File: src/design/kbdiff_pkg.sv
// ----------------------------------------------------------------------------
// kbdiff_pkg: shared types and constants of the keyboard report differ
// Word formats, op codes, and the command and status groups that join the
// controller to the datapath.
// ----------------------------------------------------------------------------
package kbdiff_pkg;

   localparam int KEY_SLOTS_DEF  = 6;
   localparam int SCANCODE_COUNT = 256;
   localparam int INPUT_KEYS     = 6;
   localparam int MOD_COUNT      = 8;
   localparam int SCAN_W         = 8;
   localparam int CODE_W         = 10;
   localparam int MOD_SEL_W      = $clog2(MOD_COUNT);

   localparam logic [SCAN_W-1:0] MOD_BASE = 8'd224;
   localparam logic [SCAN_W-1:0] MIN_KEY  = 8'd3;

   localparam logic OP_LOAD   = 1'b0;
   localparam logic OP_REPORT = 1'b1;

   typedef struct packed {
      logic              op;
      logic [SCAN_W-1:0] map_index;
      logic [CODE_W-1:0] map_code;
      logic [7:0]        modifiers;
      logic [SCAN_W-1:0] key_a;
      logic [SCAN_W-1:0] key_b;
      logic [SCAN_W-1:0] key_c;
      logic [SCAN_W-1:0] key_d;
      logic [SCAN_W-1:0] key_e;
      logic [SCAN_W-1:0] key_f;
   } kbdiff_req_type;

   typedef struct packed {
      logic [SCAN_W-1:0] scan_code;
      logic [CODE_W-1:0] key_code;
      logic              pressed;
      logic              sync;
      logic              last;
   } kbdiff_rsp_type;

   // controller -> datapath
   typedef struct packed {
      logic load_map;
      logic start;
      logic read;
      logic advance;
      logic push_event;
      logic push_sync;
   } kbdiff_cmd_type;

   // datapath -> controller
   typedef struct packed {
      logic cand;
      logic emit_ok;
      logic step_last;
      logic out_free;
   } kbdiff_sts_type;

endpackage

File: src/design/kbdiff_ctrl.sv
// ----------------------------------------------------------------------------
// kbdiff_ctrl: sequencer of the keyboard report differ
// Issues keymap loads and walks one report through its event steps: check,
// keymap fetch, emit, and the closing sync word.
// ----------------------------------------------------------------------------
module kbdiff_ctrl (
   input  logic                       clock,
   input  logic                       reset,
   input  logic                       req_valid,
   input  logic                       req_op,
   output logic                       req_ready,
   input  kbdiff_pkg::kbdiff_sts_type sts,
   output kbdiff_pkg::kbdiff_cmd_type cmd
);
   import kbdiff_pkg::*;

   typedef enum logic [3:0] {
      ST_IDLE  = 4'b0001,
      ST_SCAN  = 4'b0010,
      ST_FETCH = 4'b0100,
      ST_SYNC  = 4'b1000
   } state_type;

   state_type state_ff;
   state_type state_in;

   always_comb begin
      state_in  = state_ff;
      cmd       = '0;
      req_ready = 1'b0;
      case (state_ff)
         ST_IDLE: begin
            req_ready = 1'b1;
            if (req_valid) begin
               if (req_op == OP_LOAD) begin
                  cmd.load_map = 1'b1;
               end else begin
                  cmd.start = 1'b1;
                  state_in  = ST_SCAN;
               end
            end
         end
         ST_SCAN: begin
            if (sts.cand) begin
               cmd.read = 1'b1;
               state_in = ST_FETCH;
            end else begin
               cmd.advance = 1'b1;
               state_in    = sts.step_last ? ST_SYNC : ST_SCAN;
            end
         end
         ST_FETCH: begin
            // drop unmapped slot keys, hold while the output is full
            if (!sts.emit_ok) begin
               cmd.advance = 1'b1;
               state_in    = sts.step_last ? ST_SYNC : ST_SCAN;
            end else if (sts.out_free) begin
               cmd.push_event = 1'b1;
               cmd.advance    = 1'b1;
               state_in       = sts.step_last ? ST_SYNC : ST_SCAN;
            end
         end
         ST_SYNC: begin
            if (sts.out_free) begin
               cmd.push_sync = 1'b1;
               state_in      = ST_IDLE;
            end
         end
         default: begin
            state_in = ST_IDLE;
         end
      endcase
   end

   always_ff @(posedge clock) begin
      if (reset) begin
         state_ff <= ST_IDLE;
      end else begin
         state_ff <= state_in;
      end
   end

endmodule

File: src/design/kbdiff_dp.sv
// ----------------------------------------------------------------------------
// kbdiff_dp: datapath of the keyboard report differ
// Keymap memory, old and new key sets, step decode, membership test and the
// output word register.
// ----------------------------------------------------------------------------
module kbdiff_dp #(
   parameter int KEY_SLOTS = kbdiff_pkg::KEY_SLOTS_DEF
) (
   input  logic                       clock,
   input  logic                       reset,
   input  kbdiff_pkg::kbdiff_req_type req_data,
   input  kbdiff_pkg::kbdiff_cmd_type cmd,
   output kbdiff_pkg::kbdiff_sts_type sts,
   input  logic                       rsp_ready,
   output logic                       rsp_valid,
   output kbdiff_pkg::kbdiff_rsp_type rsp_data
);
   import kbdiff_pkg::*;

   localparam int STEP_COUNT = MOD_COUNT + 2 * KEY_SLOTS;
   localparam int STEP_W     = $clog2(STEP_COUNT);
   localparam int SLOT_W     = (KEY_SLOTS > 1) ? $clog2(KEY_SLOTS) : 1;

   logic [CODE_W-1:0] keymap_ff [SCANCODE_COUNT];
   logic [CODE_W-1:0] rd_code_ff;

   logic [SCAN_W-1:0] prior_ff [KEY_SLOTS];
   logic [SCAN_W-1:0] prior_in [KEY_SLOTS];
   logic [SCAN_W-1:0] fresh_ff [KEY_SLOTS];
   logic [SCAN_W-1:0] fresh_in [KEY_SLOTS];
   logic [SCAN_W-1:0] in_keys  [INPUT_KEYS];
   logic [7:0]        mods_ff;
   logic [7:0]        mods_in;

   logic [STEP_W-1:0] step_ff;
   logic [STEP_W-1:0] step_in;
   logic [SCAN_W-1:0] scan_ff;
   logic [SCAN_W-1:0] scan_in;
   logic              press_ff;
   logic              press_in;
   logic              is_mod_ff;
   logic              is_mod_in;

   logic              rsp_valid_ff;
   logic              rsp_valid_in;
   kbdiff_rsp_type    rsp_data_ff;
   kbdiff_rsp_type    rsp_data_in;

   logic              is_mod;
   logic              is_press;
   logic [STEP_W-1:0] slot_step;
   logic [SLOT_W-1:0] slot;
   logic [SCAN_W-1:0] cur_scan;
   logic              held;
   logic              out_free;

   assign in_keys[0] = req_data.key_a;
   assign in_keys[1] = req_data.key_b;
   assign in_keys[2] = req_data.key_c;
   assign in_keys[3] = req_data.key_d;
   assign in_keys[4] = req_data.key_e;
   assign in_keys[5] = req_data.key_f;

   // step decode: modifiers first, then release/press pairs per slot
   always_comb begin
      is_mod    = (step_ff < STEP_W'(MOD_COUNT));
      slot_step = step_ff - STEP_W'(MOD_COUNT);
      slot      = slot_step[SLOT_W:1];
      is_press  = slot_step[0];
      if (is_mod) begin
         cur_scan = MOD_BASE + SCAN_W'(step_ff[MOD_SEL_W-1:0]);
      end else if (is_press) begin
         cur_scan = fresh_ff[slot];
      end else begin
         cur_scan = prior_ff[slot];
      end
      held = 1'b0;
      for (int i = 0; i < KEY_SLOTS; i++) begin
         if (is_press) begin
            held = held | (prior_ff[i] == cur_scan);
         end else begin
            held = held | (fresh_ff[i] == cur_scan);
         end
      end
   end

   assign out_free = !rsp_valid_ff || rsp_ready;

   always_comb begin
      sts.cand      = is_mod || ((cur_scan > MIN_KEY) && !held);
      sts.emit_ok   = is_mod_ff || (rd_code_ff != '0);
      sts.step_last = (step_ff == STEP_W'(STEP_COUNT - 1));
      sts.out_free  = out_free;
   end

   always_comb begin
      step_in   = step_ff;
      scan_in   = scan_ff;
      press_in  = press_ff;
      is_mod_in = is_mod_ff;
      mods_in   = mods_ff;
      fresh_in  = fresh_ff;
      prior_in  = prior_ff;
      if (cmd.start) begin
         step_in = '0;
         mods_in = req_data.modifiers;
         for (int i = 0; i < KEY_SLOTS; i++) begin
            fresh_in[i] = (i < INPUT_KEYS) ? in_keys[i % INPUT_KEYS] : '0;
         end
      end else if (cmd.advance) begin
         step_in = step_ff + 1'b1;
      end
      if (cmd.read) begin
         scan_in   = cur_scan;
         is_mod_in = is_mod;
         press_in  = is_mod ? mods_ff[step_ff[MOD_SEL_W-1:0]] : is_press;
      end
      if (cmd.push_sync) begin
         prior_in = fresh_ff;
      end
   end

   always_comb begin
      rsp_valid_in = rsp_valid_ff;
      rsp_data_in  = rsp_data_ff;
      if (cmd.push_event) begin
         rsp_valid_in          = 1'b1;
         rsp_data_in.scan_code = scan_ff;
         rsp_data_in.key_code  = rd_code_ff;
         rsp_data_in.pressed   = press_ff;
         rsp_data_in.sync      = 1'b0;
         rsp_data_in.last      = 1'b0;
      end else if (cmd.push_sync) begin
         rsp_valid_in          = 1'b1;
         rsp_data_in           = '0;
         rsp_data_in.sync      = 1'b1;
         rsp_data_in.last      = 1'b1;
      end else if (rsp_ready) begin
         rsp_valid_in = 1'b0;
      end
   end

   // keymap: one write port for loads, one registered read port
   always_ff @(posedge clock) begin
      if (cmd.load_map) begin
         keymap_ff[req_data.map_index] <= req_data.map_code;
      end
      if (cmd.read) begin
         rd_code_ff <= keymap_ff[cur_scan];
      end
   end

   always_ff @(posedge clock) begin
      if (reset) begin
         rsp_valid_ff <= 1'b0;
         step_ff      <= '0;
         for (int i = 0; i < KEY_SLOTS; i++) begin
            prior_ff[i] <= '0;
         end
      end else begin
         rsp_valid_ff <= rsp_valid_in;
         step_ff      <= step_in;
         prior_ff     <= prior_in;
      end
   end

   always_ff @(posedge clock) begin
      scan_ff     <= scan_in;
      press_ff    <= press_in;
      is_mod_ff   <= is_mod_in;
      mods_ff     <= mods_in;
      fresh_ff    <= fresh_in;
      rsp_data_ff <= rsp_data_in;
   end

   assign rsp_valid = rsp_valid_ff;
   assign rsp_data  = rsp_data_ff;

endmodule

File: src/design/keyboard_report_diff_events.sv
// ----------------------------------------------------------------------------
// keyboard_report_diff_events: boot keyboard report to key event converter
// Top level: joins the sequencer and the datapath.
// ----------------------------------------------------------------------------
// A load word (op = 0) writes one keymap entry and gives no result; load all
// entries that reports will touch before sending reports. A report word
// (op = 1) gives eight modifier events, then per key slot a release of an
// old key missing from the new set and a press of a new key missing from
// the old set (scancodes 0 to 3 and keys mapped to zero give nothing), and
// ends with a sync word that has sync and last set. A report is accepted,
// then each modifier and each slot key that passes the membership test is
// read from the keymap and then emitted or dropped, a slot step that does
// not pass is skipped, and the sync word closes the report; emits and the
// sync word wait while the output register is full. The keymap has a single
// read port, whose registered data comes in the cycle after the address. A
// new word is taken as soon as the sync word sits in the output register.
// ----------------------------------------------------------------------------
module keyboard_report_diff_events #(
   parameter int KEY_SLOTS = kbdiff_pkg::KEY_SLOTS_DEF
) (
   input  logic                       clock,
   input  logic                       reset,
   input  logic                       req_valid,
   output logic                       req_ready,
   input  kbdiff_pkg::kbdiff_req_type req_data,
   output logic                       rsp_valid,
   input  logic                       rsp_ready,
   output kbdiff_pkg::kbdiff_rsp_type rsp_data
);
   import kbdiff_pkg::*;

   kbdiff_cmd_type cmd;
   kbdiff_sts_type sts;

   // sequence the report steps; take new words only when idle
   kbdiff_ctrl u_ctrl (
      .clock     (clock),
      .reset     (reset),
      .req_valid (req_valid),
      .req_op    (req_data.op),
      .req_ready (req_ready),
      .sts       (sts),
      .cmd       (cmd)
   );

   // hold keymap, key sets and the output word
   kbdiff_dp #(
      .KEY_SLOTS (KEY_SLOTS)
   ) u_dp (
      .clock     (clock),
      .reset     (reset),
      .req_data  (req_data),
      .cmd       (cmd),
      .sts       (sts),
      .rsp_ready (rsp_ready),
      .rsp_valid (rsp_valid),
      .rsp_data  (rsp_data)
   );

endmodule
File: config.mk
export PLATFORM = sky130hd
export DESIGN_NAME = keyboard_report_diff_events
export DESIGN_NICKNAME = d
export VERILOG_FILES = /design/src/design/kbdiff_pkg.sv /design/src/design/kbdiff_ctrl.sv /design/src/design/kbdiff_dp.sv /design/src/design/keyboard_report_diff_events.sv
export SDC_FILE = /design/constraint.sdc
export NUM_CORES = 2
export LEC_CHECK = 0
export CAP_MARGIN = 20
export CORE_AREA = 3 3 681 514
export DETAILED_ROUTE_END_ITERATION = 8
export DIE_AREA = 0 0 684 517
export DONT_BUFFER_PORTS = 1
export MAX_ROUTING_LAYER = met4
export PLACE_DENSITY = 0.58
export SLEW_MARGIN = 10
export SYNTH_ARGS = -nofsm -noshare
export SYNTH_HDL_FRONTEND = slang
export SYNTH_SLANG_ARGS = --single-unit
File: constraint.sdc
create_clock -name clock -period 3.9 [get_ports clock]
set_input_delay 0.975 -clock clock [delete_from_list [all_inputs] [get_ports clock]]
set_output_delay 0.975 -clock clock [all_outputs]
set_load 0.02 [all_outputs]
# Yosys cells after proc, flatten, opt, wreduce, memory -nomap -nowiden
# Memories as Yosys holds them, arrays and structs flattened. A register that Yosys moved wholly into a read port is not among the register bits.
# Index checks and enable logic that the tools add are counted.
[totals]
regBits = 144
ramBits = 2560
in_bits = 79
word_cells = 121
mem_count = 1
[memory_table]
columns = ["name", "words", "word_bits", "rd", "rd_clocked_by_memory_dff", "wr", "line_no", "text"]
rows = [
  ["u_dp.keymap_ff", 256, 10, 1, 1, 1, "kbdiff_dp.sv:24", "logic [CODE_W-1:0] keymap_ff [SCANCODE_COUNT];"],
]
[op_classes]
addsub = 3
order_cmp = 4
n_eq_ne = 21
muxes = 47
n_bitwise = 11
n_reduce_logical = 11
[ops]
columns = ["cell", "count"]
rows = [
  ["$eq 8x8->1", 12],
  ["$bmux 8 s3", 2],
  ["$mux 8", 6],
  ["$mux 21", 2],
  ["$mux 4", 7],
  ["$mux 1", 24],
  ["$pmux 4 s4", 1],
  ["$or 1x1->1", 10],
  ["$reduce_bool 10->1", 1],
  ["$gt 8x2->1 const B", 1],
  ["$add 6x4->7 const A", 1],
  ["$mux 2", 3],
  ["$add 5x1->5 const B", 1],
  ["$eq 5x5->1 const B", 1],
  ["$lt 5x4->1 const B", 1],
  ["$eq 4x1->1 const B", 1],
  ["$eq 4x2->1 const B", 1],
  ["$eq 4x3->1 const B", 1],
  ["$eq 4x4->1 const B", 1],
  ["$ge 4x4->1 const B", 1],
  ["$lt 3x4->1 const B", 1],
  ["$ne 2x2->1 const B", 2],
  ["$not 3->4", 1],
  ["$reduce_and 4->1", 1],
  ["11 further kinds", 14],
]

# Longest topological paths before layout
[logic_depth]
depth_word = 24
ltp_mapped = 18
ltp_nobuf = 11

# Modules after synthesis
# A second synthesis with hierarchy kept.
[unflattened]
hier_cells = 7659
hier_area_um2 = 108412.7
[by_module_without_submodules]
columns = ["module", "n_inst", "cells_each", "area_each_um2"]
rows = [
  ["kbdiff_dp", 1, 7623, 108078.7],
  ["kbdiff_ctrl", 1, 36, 334.1],
]

# Worst setup path before layout
# OpenSTA, ideal clock, no wires.
[synth_path]
kind = "register to register"
startpoint = "register u_dp.step_ff[2]"
endpoint = "register u_dp.is_mod_ff, enable pin"
setup_time_ps = 397
arrival_ps = 3358
setup_slack_ps = 145
path_stages_with_launch = 13
n_path_buf = 3
period_less_slack_ps = 3755
path_cell_list = "dfxtp_1 > buf_6 > buf_8 > mux2i_1 > mux4_2 > a22o_1 > buf_6 > clkinv_4 > xnor2_1 > a2111oi_2 > a2111oi_2 > a21oi_1 > nor2_1"
[synth_lines]
columns = ["item", "line_no", "text"]
rows = [
  ["start, declared", "kbdiff_dp.sv:35", "logic [STEP_W-1:0] step_ff;"],
  ["start signal, assigned", "kbdiff_dp.sv:162", "step_ff <= step_in;"],
  ["end signal, assigned", "kbdiff_dp.sv:170", "is_mod_ff <= is_mod_in;"],
  ["end, declared", "kbdiff_dp.sv:41", "logic is_mod_ff;"],
]

# Final worst setup path
[layout_path]
startpoint = "register u_dp.step_ff[2]"
endpoint = "register u_dp.rd_code_ff[7] (read register of u_dp.keymap_ff), data pin"
[layout_between]
elab_chain_cells = 24
[layout_lines]
columns = ["item", "line_no", "text"]
rows = [
  ["$sub 4x4->4", "kbdiff_dp.sv:67", "slot_step = step_ff - STEP_W'(MOD_COUNT);"],
  ["$not 3->4 (not written as such)", "kbdiff_dp.sv:73, kbdiff_dp.sv:75", ""],
  ["$bmux 8 s3, on equally long branches", "kbdiff_dp.sv:75, kbdiff_dp.sv:73", ""],
  ["$mux 8, on equally long branches (2 in a row)", "kbdiff_dp.sv:75, kbdiff_dp.sv:73", ""],
  ["$mux 8", "kbdiff_dp.sv:72", "end else if (is_press) begin"],
  ["$mux 8", "kbdiff_dp.sv:70", "if (is_mod) begin"],
  ["$eq 8x8->1, on equally long branches", "kbdiff_dp.sv:82, kbdiff_dp.sv:80", ""],
  ["$mux 1", "kbdiff_dp.sv:79", "if (is_press) begin"],
  ["[... 7 more ...]", "n/a", ""],
  ["$mux 1", "kbdiff_dp.sv:79", ""],
  ["$or 1x1->1, on equally long branches", "kbdiff_dp.sv:82, kbdiff_dp.sv:80", ""],
  ["$mux 1", "kbdiff_dp.sv:79", ""],
  ["$logic_not 1->1", "kbdiff_dp.sv:90", "sts.cand = is_mod || ((cur_scan > MIN_KEY) && !held);"],
  ["$logic_and 1x1->1", "kbdiff_dp.sv:90", ""],
  ["$logic_or 1x1->1", "kbdiff_dp.sv:90", ""],
  ["$mux 1", "kbdiff_ctrl.sv:44", "if (sts.cand) begin"],
  ["$mux 1", "kbdiff_ctrl.sv:31", "case (state_ff)"],
  ["end, declared", "kbdiff_dp.sv:25", "logic [CODE_W-1:0] rd_code_ff;"],
]
# Several ways; a longest one is shown, not always the timed one. The select of a mux whose other input is x is not followed.
# A chain may end at the register's enable or synchronous reset.

==> results.json <==
{
  "cpLargestDelayFamily": "buffers and inverters",
  "grt_first_pass_wirelength_um": 557000,
  "synth-warning-count": 0,
  "worstSkewPairLatency_ns": 0.93,
  "fin_crit_sh_pct": 104,
  "drc": 0,
  "nFillCells": 31800,
  "areaGrowthSynthToFinish_pct": 22.7,
  "ys_ff_latch": 2714,
  "layout_min_cycle_time_ns": 4.05,
  "die-height_um": 517,
  "portBuffers": 0,
  "synthArstFlopShare_pct": 0,
  "violations": "max-slew violations, negative setup slack",
  "postRouteAntennaNets": 0,
  "grt-ovfl-total": 0,
  "slew_viol_final": 165,
  "wl_per_cell_um": 28.3,
  "top_layer": "met4",
  "ir_worst_vdd_mv": 0.405,
  "syn-instance-count": 8496,
  "met1_length_um": 166000,
  "critPathMaxFanout": 21,
  "reg2reg_depth": 15,
  "hpwlAfterDp_um": 258000,
  "gp_congestion": 0.938,
  "synth_nets": 8576,
  "arrival_ns": 4.69,
  "cp_slowest_stage_delay_ns": 0.60,
  "hold_class": "in -> reg",
  "fin_worst_skew_ns": 0.0778,
  "hold_viol": 0,
  "p_leak_nw": 45.9,
  "drt_iter0_drc": 13000,
  "max_freq_mhz": 247,
  "slowest_stage": "nor4_4",
  "drtPass1Iterations": 6,
  "cts_buffers": 246,
  "required_ns": 4.55,
  "finalSetupTns_ns": -0.364,
  "setup_viol": 6,
  "path_class": "reg -> reg",
  "status": "finished, violations left",
  "num_vias": 79100,
  "place_worst_setup_slack_ns": -0.916,
  "initial_core_util_pct": 32.1,
  "viasPerCell": 5.51,
  "synth.avg_cell_area_um2": 12.9,
  "whs_path_depth": 1,
  "wl_met3_um": 60600,
  "io_pins": 102,
  "grtUsageTotal_pct": 22.4,
  "htree_levels": 4,
  "synth_edf_count": 2655,
  "drive_above_1_share_pct": 19.7,
  "register_area_mm2": 0.0809,
  "worst-slew-pin-transition_ns": 1.64,
  "maxCapViolations": 0,
  "drt_wl_total_um": 406000,
  "wl_met2_um": 167000,
  "cts_buffer_depth": 4,
  "synth_cell_types": 95,
  "synthFlopType": "edfxtp_1",
  "grt_pass1_vias": 71900,
  "cp_num_buf_inv": 6,
  "die_w_um": 684,
  "cpMostUsedCell": "buf_12",
  "p_per_area_mw_per_mm2": 433,
  "clk_pin_slew_worst_paths_ns": 0.06,
  "stdcell_count": 14300,
  "clock-sinks": 2714,
  "worstPathCellList": "buf_12 > mux2i_4 > o22ai_1 > or3_4 > buf_4 > buf_12 > a21oi_4 > buf_12 > buf_12 > a32o_1 > nor3_1 > nor4_4 > buf_4 > o22a_4 > o311ai_4",
  "row_count": 186,
  "crit_path_end_kind": "flip-flop",
  "cts-root-buf": "clkbuf_16",
  "multiInputGateArea_mm2": 0.0274,
  "synth_area_mm2": 0.110,
  "cp_num_cells": 15,
  "ys_seq_area_share_pct": 73.6,
  "slew_headroom_pct": -9.48,
  "cts_tree": "yes",
  "grt_start_max_net_pins": 257,
  "antenna_found_initial": 27,
  "placedCellCount": 13800,
  "startpoint_type": "flip-flop",
  "core_area_mm2": 0.343,
  "rsz0062_at_grt": "true",
  "layout_setup_ws_ns": -0.147,
  "fin_nets": 9594,
  "dieArea_mm2": 0.354
}
-- report_power, final --
part | switching, mW | internal [mW] | leakage, nW | total [mW]
logic | 0.849 | 0.417 | 17.6 | 1.27
registers | 0.130 | 32.1 | 24.4 | 32.3
clock network | 11.1 | 13.8 | 3.87 | 24.9
-- logic make-up after synthesis --
kind of cell               Yosys count  synth area share [%]
buffers and inverters              568                  2.63
adders and majority gates            1                0.0114
and+or+nand+nor                   4111                  16.0
xor gates and xnor gates            48                 0.382
muxes                              223                  2.22
AOI/OAI and AO/OA                  831                  5.13
DFF                               2714                  73.6
-- routing by layer --
layer / track usage [%] / up-vias
met3: 7.13 / 617
met1: 31.8 / 39800
met5: - / -
li1: - / 33400
met4: 6.11 / 0
met2: 30.6 / 5295
-- cells in the final DEF (no fill, tap or decap), drive strengths merged, types with 17 or more instances in the layout --
| cell | count |
|---|---|
| a211oi | 38 |
| a21oi | 211 |
| a221oi | 21 |
| a22oi | 72 |
| a311oi | 27 |
| a31oi | 171 |
| a32oi | 51 |
| and2 | 27 |
| and3 | 64 |
| buf | 1303 |
| bufinv | 32 |
| clkbuf | 322 |
| clkinv | 91 |
| dfxtp | 59 |
| diode | 28 |
| edfxtp | 2655 |
| inv | 21 |
| mux2 | 18 |
| mux2i | 190 |
| nand2 | 2391 |
| nand3 | 1114 |
| nand4 | 84 |
| nor2 | 319 |
| nor3 | 34 |
| nor4 | 23 |
| o2111ai | 17 |
| o211ai | 22 |
| o21ai | 70 |
| o22ai | 25 |
| xnor2 | 28 |
| xor2 | 20 |
-- synth_stat cells, drive strengths merged, types with 5 or more instances --
cell type  number  area share, %
and2           27           0.15
o22a           11          0.088
a41oi           6          0.048
xor2           20           0.16
o221ai          8          0.064
nand2        2391            8.2
o211ai         22           0.15
nand3        1114            5.1
buf           424            2.1
dfxtp          59            1.1
a311o           6          0.055
o22ai          25           0.14
a22oi          72           0.50
nor2          319            1.1
a21boi          9          0.061
clkbuf        129           0.44
mux2i         190            1.7
a32o            6          0.055
nor2b          13          0.074
xnor2          28           0.22
a221oi         21           0.17
a31oi         171           0.97
nor4           23           0.15
and3           64           0.36
a32oi          51           0.41
a21oi         211           0.97
a211o           5          0.040
mux2           18           0.18
a2111oi        13           0.12
mux4           15           0.31
a22o            7          0.056
o41ai           5          0.040
a211oi         38           0.27
o2111ai        17           0.14
a311oi         27           0.22
nor3           34           0.19
inv            13          0.047
edfxtp       2655             73
nand4          84           0.48
o21ai          70           0.33
or3            15          0.085
o311ai          6          0.048
-- path summary, 6_finish.rpt --
| kind | from | to | slack (ns) |
|---|---|---|---|
| setup / recovery | u_dp.step_ff[2]$_SDFFE_PP0P_ | u_dp.rd_code_ff[7]$_DFFE_PP_ | -0.15 |
| hold / removal | reset | u_dp.rsp_valid$_SDFFE_PP0P_ | 0.14 |
| setup reg to reg | u_dp.step_ff[2]$_SDFFE_PP0P_ | u_dp.rd_code_ff[7]$_DFFE_PP_ | -0.15 |
| hold reg to reg | u_dp.prior_ff[37]$_SDFFE_PP0P_ | u_dp.prior_ff[37]$_SDFFE_PP0P_ | 0.47 |
-- state kept, by name, indices dropped and copies added, names as in the netlist --
name / flops
u_dp.scan_ff: 8
u_dp.fresh_ff: 48
u_dp.keymap_ff: 2560
u_dp.press_ff: 1
u_dp.step_ff: 5
u_dp.rsp_data: 20
u_ctrl.state_ff: 4
u_dp.mods_ff: 8
u_dp.is_mod_ff: 1
u_dp.rsp_valid: 1
u_dp.prior_ff: 48
u_dp.rd_code_ff: 10
-- per-stage QoR --
stage                     cell area (um2)  hold slack (ns)  total power, mW  utilization [%]
final                              135000            0.139             58.4             39.4
after global routing               135000           0.0873             59.8             39.4
after CTS                          133000           0.0675             58.5             38.9
after detailed placement           124000            0.457             34.0             36.1
after global placement             124000            0.454             34.0             36.1
after floorplan                    110000            0.443             33.3                -
-- timing repair --
item | in CTS | in global routing
hold buffers | 0 | 0
setup buffers | 50 | 56
resized for setup | 162 | 177
cloned | 5 | 16
endpoints found under the setup margin | 13 | 13
pin swaps | 34 | 52
-- final cells by class --
cell class	count	share of cell area (%)
Clock inverter	141	1.16
Sequential cell	2714	60.0
Timing Repair Buffer	1321	9.35
Inverter	15	0.0983
Timing Repair inverter	2	0.0148
Clock buffer	306	4.78
Tap cell	4606	4.27
Antenna cell	28	0.0519
Multi-Input combinational cell	5214	20.3
Power figures use the tool's default switching activity.
